File: src/hdl/wrct_ram.sv
// generic simple dual port ram: one write port, one read port, registered read
// no dependencies
module wrct_ram #(
   parameter int WIDTH = 8,
   parameter int DEPTH = 64,
   localparam int AW = (DEPTH > 1) ? $clog2(DEPTH) : 1
) (
   input  logic             clock,
   input  logic             wr_en,
   input  logic [AW-1:0]    wr_addr,
   input  logic [WIDTH-1:0] wr_data,
   input  logic             rd_en,
   input  logic [AW-1:0]    rd_addr,
   output logic [WIDTH-1:0] rd_data
);

   logic [WIDTH-1:0] mem [DEPTH];
   logic [WIDTH-1:0] rd_data_ff;

   always_ff @(posedge clock) begin
      if (wr_en) begin
         mem[wr_addr] <= wr_data;
      end
      if (rd_en) begin
         rd_data_ff <= mem[rd_addr];
      end
   end

   assign rd_data = rd_data_ff;

endmodule

File: config.mk
export PLATFORM = sky130hd
export DESIGN_NAME = wrct_ram
export DESIGN_NICKNAME = d
export VERILOG_FILES = /design/src/hdl/wrct_ram.sv
export SDC_FILE = /design/constraint.sdc
export NUM_CORES = 1
export LEC_CHECK = 0
export ABC_AREA = 1
export BUFFER_PORTS_ARGS = -buffer_cell sky130_fd_sc_hd__clkbuf_2
export CAP_MARGIN = 40
export CORE_MARGIN = 10
export CORE_UTILIZATION = 30
export CTS_BUF_LIST = sky130_fd_sc_hd__clkbuf_8
export CTS_CLUSTER_DIAMETER = 60
export DETAILED_ROUTE_END_ITERATION = 8
export GPL_TIMING_DRIVEN = 1
export PLACE_DENSITY_LB_ADDON = 0.2
export SYNTH_ARGS = -nofsm -noshare
export SYNTH_HDL_FRONTEND = slang
export SYNTH_SLANG_ARGS = --single-unit
File: constraint.sdc
create_clock -name clock -period 2.8 [get_ports clock]
set_input_delay 0.56 -clock clock [delete_from_list [all_inputs] [get_ports clock]]
set_output_delay 0.56 -clock clock [all_outputs]
set_load 0.01 [all_outputs]
== Word level (Yosys, flattened, before mapping) ==
Memories as Yosys holds them, arrays and structs flattened. A register that Yosys moved wholly into a read port is not among the register bits.
Index checks and enable logic that the tools add are counted.

* Divide/modulo/power cells: 0
* Multipliers: 0
* Equality and inequality tests: 0
* Muxes and demuxes: 2
* Order comparisons: 0
* Bitwise logic cells: 0
* Reductions and logical operators: 0
* Shift-type cells: 0
* $add $sub $neg: 0

{| class="wikitable"
|+ Operators with widths
! operator !! count
|-
| $mux 1 || 2
|}

* Flip-flop bits (word level): 0
* Bits in read-only memories: 0
* Memory bits (writable): 512
* Memories kept: 1
* Word-level logic and storage cells: 3
* Bits in latches: 0

{| class="wikitable"
|+ Memory list
! memory !! words !! width !! rd ports !! clocked after memory_dff !! write ports !! line !! RTL
|-
| mem || 64 || 8 || 1 || 1 || 1 || 17 || <nowiki>logic [WIDTH-1:0] mem [DEPTH];</nowiki>
|}

== Longest topological paths before layout ==
* Word-level depth: 2
* Gate-level depth with buffers: 12
* Mapped depth without buffers: 9

== Least setup slack after synthesis ==
OpenSTA, ideal clock, no wires.

* Path type: input-to-reg
* Start: in wr_en
* End: mem mem[48][0] (enable)
* Arrival: 1.931 ns
* Path buffers: 1
* Required time: 2.405 ns
* Setup slack: 0.474 ns
* Stages: 3
* Library setup time: 0.395 ns
* Cell sequence: clkbuf_1 -> nand4_1 -> nor4_1

* Word-level cells in the longest chain between the ends: 2

{| class="wikitable"
|+ RTL lines
! element !! line !! RTL
|-
| from (decl) || 9 || <nowiki>input logic wr_en,</nowiki>
|-
| $mux 1 || 21 || <nowiki>if (wr_en) begin</nowiki>
|-
| $mux 1 (not written as such) || 22 || <nowiki>mem[wr_addr] <= wr_data;</nowiki>
|-
| to (decl) || 17 ||
|}

Every way passes these cells.

== Worst setup path in the final report ==
* Start: reg rd_data_ff[4] (netlist: rd_data[4]), read port of mem
* End: out rd_data[4]

{| class="wikitable"
|+ RTL lines
! element !! line !! RTL
|-
| from (decl) || 18 || <nowiki>logic [WIDTH-1:0] rd_data_ff;</nowiki>
|-
| to (decl) || 14 || <nowiki>output logic [WIDTH-1:0] rd_data</nowiki>
|}

No word-level cell between the ends.

==> impl_metrics.csv <==
group,metric,value,unit
status,status,"completed",
cts,root_buffer,"clkbuf_8",
critical_path,cpLargestDelayFamily,"flip-flops",
critical_path,cp.depth,1,
placement,dpl.hpwl,36080,µm
cts,cts_max_path_buffers,3,
timing,setup_viol,0,
logic_synthesis,synth-simple-area-share,23.09,%
logic_synthesis,synth_area_leaders,"edfxtp_1 73%, nand2_1 11%, nand3_1 10%, buf_6 1.8%, nor2_1 0.98%",
cts,numClockSinks,520,
critical_path,r2r_start,"mem[51][4]",
logic_synthesis,synth_top_family_by_area,"simple AND/OR/NAND/NOR gates",
logic_synthesis,synth_seq_area_share,72.90,%
logic_synthesis,yosys.area_share.xor_xnor,0,%
global_route,grt_max_degree,84,
cts,clk_pin_slew,60,ps
routing,dr.pass1.iters,5,
global_route,antenna_found_initial,3,
cells_and_area,nFillCells,7013,
placement,portBuffers,30,
timing,postLayoutSetupSlackWorst,865.6,ps
critical_path,worstSetupPathType,"reg -> out",
timing,max_slew_margin,46.85,%
cts,cts_tree,"built",
timing,period_needed,1934,ps
cts,cts_resized,0,
critical_path,timing.critical_path.required,2240,ps
job,maxCapViolations,0,
logic_synthesis,synth_compound_area_share,0,%
timing,timing.setup.tns,0,ps
cts,clk_latency,680,ps
worst_hold_path,holdCritPathClass,"in -> reg",
floorplanning,rows,97,
cts,cts_buffers,88,
critical_path,r2r_end,"rd_data[4]",
critical_path,critical_path.max_fanout,1,
floorplanning,dieHeight,287.2,µm
routing,wl_per_cell,21.23,µm
power_and_ir_drop,vdd_drop_max,0.2575,mV
critical_path,path_cells,"clkbuf_2",
critical_path,endpoint_kind,"output pin",
critical_path,rrSetupSlack,1290,ps
global_route,grtUsageTotal,14.87,%
timing,hold_viol,0,
critical_path,endpoint,"rd_data[4]",
global_route,grt-ovfl-total,0,
critical_path,reg2regPathDepth,8,
critical_path,cp-start-kind,"flop",
floorplanning,core,70390,µm²
routing,postRouteAntennaNets,0,
logic_synthesis,synth_area,21420,µm²
floorplanning,io_pins,31,
floorplanning,initial_utilization,30.43,%
timing,period_share,69.09,%
logic_synthesis,synth-edff-count,520,
logic_synthesis,synthTopCellsByCount,"648 x nand2_1, 520 x edfxtp_1, 439 x nand3_1, 56 x nor2_1, 37 x buf_2",
logic_synthesis,async_reset_ff_share,0,%
critical_path,cp_num_buf_inv,1,
timing,fin_worst_skew,34.28,ps
timing,worst_pin_slew,797.2,ps
timing,max_clock_freq,517.0,MHz
timing,finalMaxSlewViolations,0,
logic_synthesis,synth_top_flop_cell,"edfxtp_1",
logic_synthesis,synth.mux.area_fraction,0,%
cells_and_area,layout-drive-gt1-share,12.19,%
routing,num_vias,14160,
logic_synthesis,synthMostInstantiatedCell,"nand2_1",
critical_path,slowest_stage,"edfxtp_1",
cts,htree_levels,3,
logic_synthesis,syn_area_per_cell,11.87,µm²
floorplanning,die-area,82490,µm²
logic_synthesis,yosys.area.top_type,"edfxtp_1",
routing,via_per_inst,4.841,
placement,preCtsSetupSlack,328.7,ps
floorplanning,die-width,287.2,µm
critical_path,critPathLaunch,"rd_data[4]",
logic_synthesis,synth-seq-cells,520,
power_and_ir_drop,power.density,642.5,nW/µm²
routing,initialDrtViolationCount,1266,
placement,place_congestion,0.7912,
timing,rsz0062_at_grt,"no",
critical_path,arrival,1370,ps
cells_and_area,fin_nets,1946,
logic_synthesis,synth_fp_nets,1828,
logic_synthesis,synth_adder_area_share,0,%
logic_synthesis,ys_types,15,
global_route,grt_pass1_wl,91970,µm
cts,ctsHoldBuffers,0,
cells_and_area,diodes,0,
routing,wl,62130,µm
critical_path,slowest_delay,520,ps
power_and_ir_drop,p_leak,0.008976,µW
logic_synthesis,synth_cells,1805,
global_route,grt_pass1_vias,13910,
cells_and_area,area_delta_synth_final,15.04,%
routing,route.detailed.drc,0,
logic_synthesis,yosys_warnings,0,
cts,postCtsSetupBuffers,0,
logic_synthesis,synth_top_area_share,72.90,%
## sequential cells by signal, summed over array words and instances, names as in the netlist
register,cells
rd_data,8
mem,512
## final cells by class
cell class,instances,area [µm²],area share (%)
flip-flops and latches,520,15620,63.37
multi-input cells,1160,4946,20.07
repair buffers,141,1340,5.438
clock buffers,92,1266,5.139
well taps,940,1176,4.773
clock inverters,61,242.7,0.9851
inverters,12,55.05,0.2234
## cells by family (layout without fill, tap and decap cells)
logic type,after synthesis,after routing
AND/OR/NAND/NOR,1160,1160
flip-flops,520,520
buffers and inverters,125,306
## per-stage QoR
| stage | cells | utilization, % | area [µm²] | hold WS [ps] | total power [µW] |
|---|---|---|---|---|---|
| 2_1_floorplan | 1805 | - | 21420 | 658.9 | 9423 |
| 3_3_place_gp | 2772 | 32.82 | 23100 | 882.4 | 9949 |
| 3_5_place_dp | 2773 | 32.86 | 23130 | 881.0 | 9951 |
| 4_1_cts | 2926 | 35.01 | 24640 | 313.5 | 16040 |
| 5_1_grt | 2926 | 35.01 | 24640 | 331.1 | 16450 |
| 6_report | 2926 | 35.01 | 24640 | 396.1 | 15830 |
## cell usage in the layout, fill, tap and decap left out
master        n
nand4_1       9
nand3_1     439
edfxtp_1    520
inv_2         1
inv_8         1
inv_4         1
clkinvlp_4    1
clkbuf_8     93
inv_1        41
buf_12       26
clkinv_2      4
nand2_1     648
nor4_1        8
clkinv_1     23
clkbuf_2     28
buf_16        1
buf_4        85
inv_6         1
nor2_1       56
## layer usage
metal  share of wire (%)  routed length [µm]  global-route usage [%]  vias up
met5               0.034                  21                       0        -
met4                 2.6                1624                   4.778        4
met3                 7.5                4655                   4.157      111
met2                  43               26670                   21.48      439
met1                  47               29160                   21.18     7005
li1                    -                   -                       -     6605
## worst min path at each step
stage,startpoint,end,slack (ps),cells past startpoint
3_5_place_dp,mem[44][3],rd_data[3],880,8
2_1_floorplan,wr_data[0],mem[0][0],660,0
5_1_grt,rd_en,rd_data[3],330,1
6_report,wr_data[2],mem[8][2],400,2
4_1_cts,rd_en,rd_data[2],310,1
3_3_place_gp,mem[44][3],rd_data[3],880,8
## power breakdown
part	total (µW)	internal, µW	switching (µW)
Clock	6050	3010	3040
Sequential	8660	8640	23.6
Combinational	1120	300	821
Power figures use the tool's default switching activity.
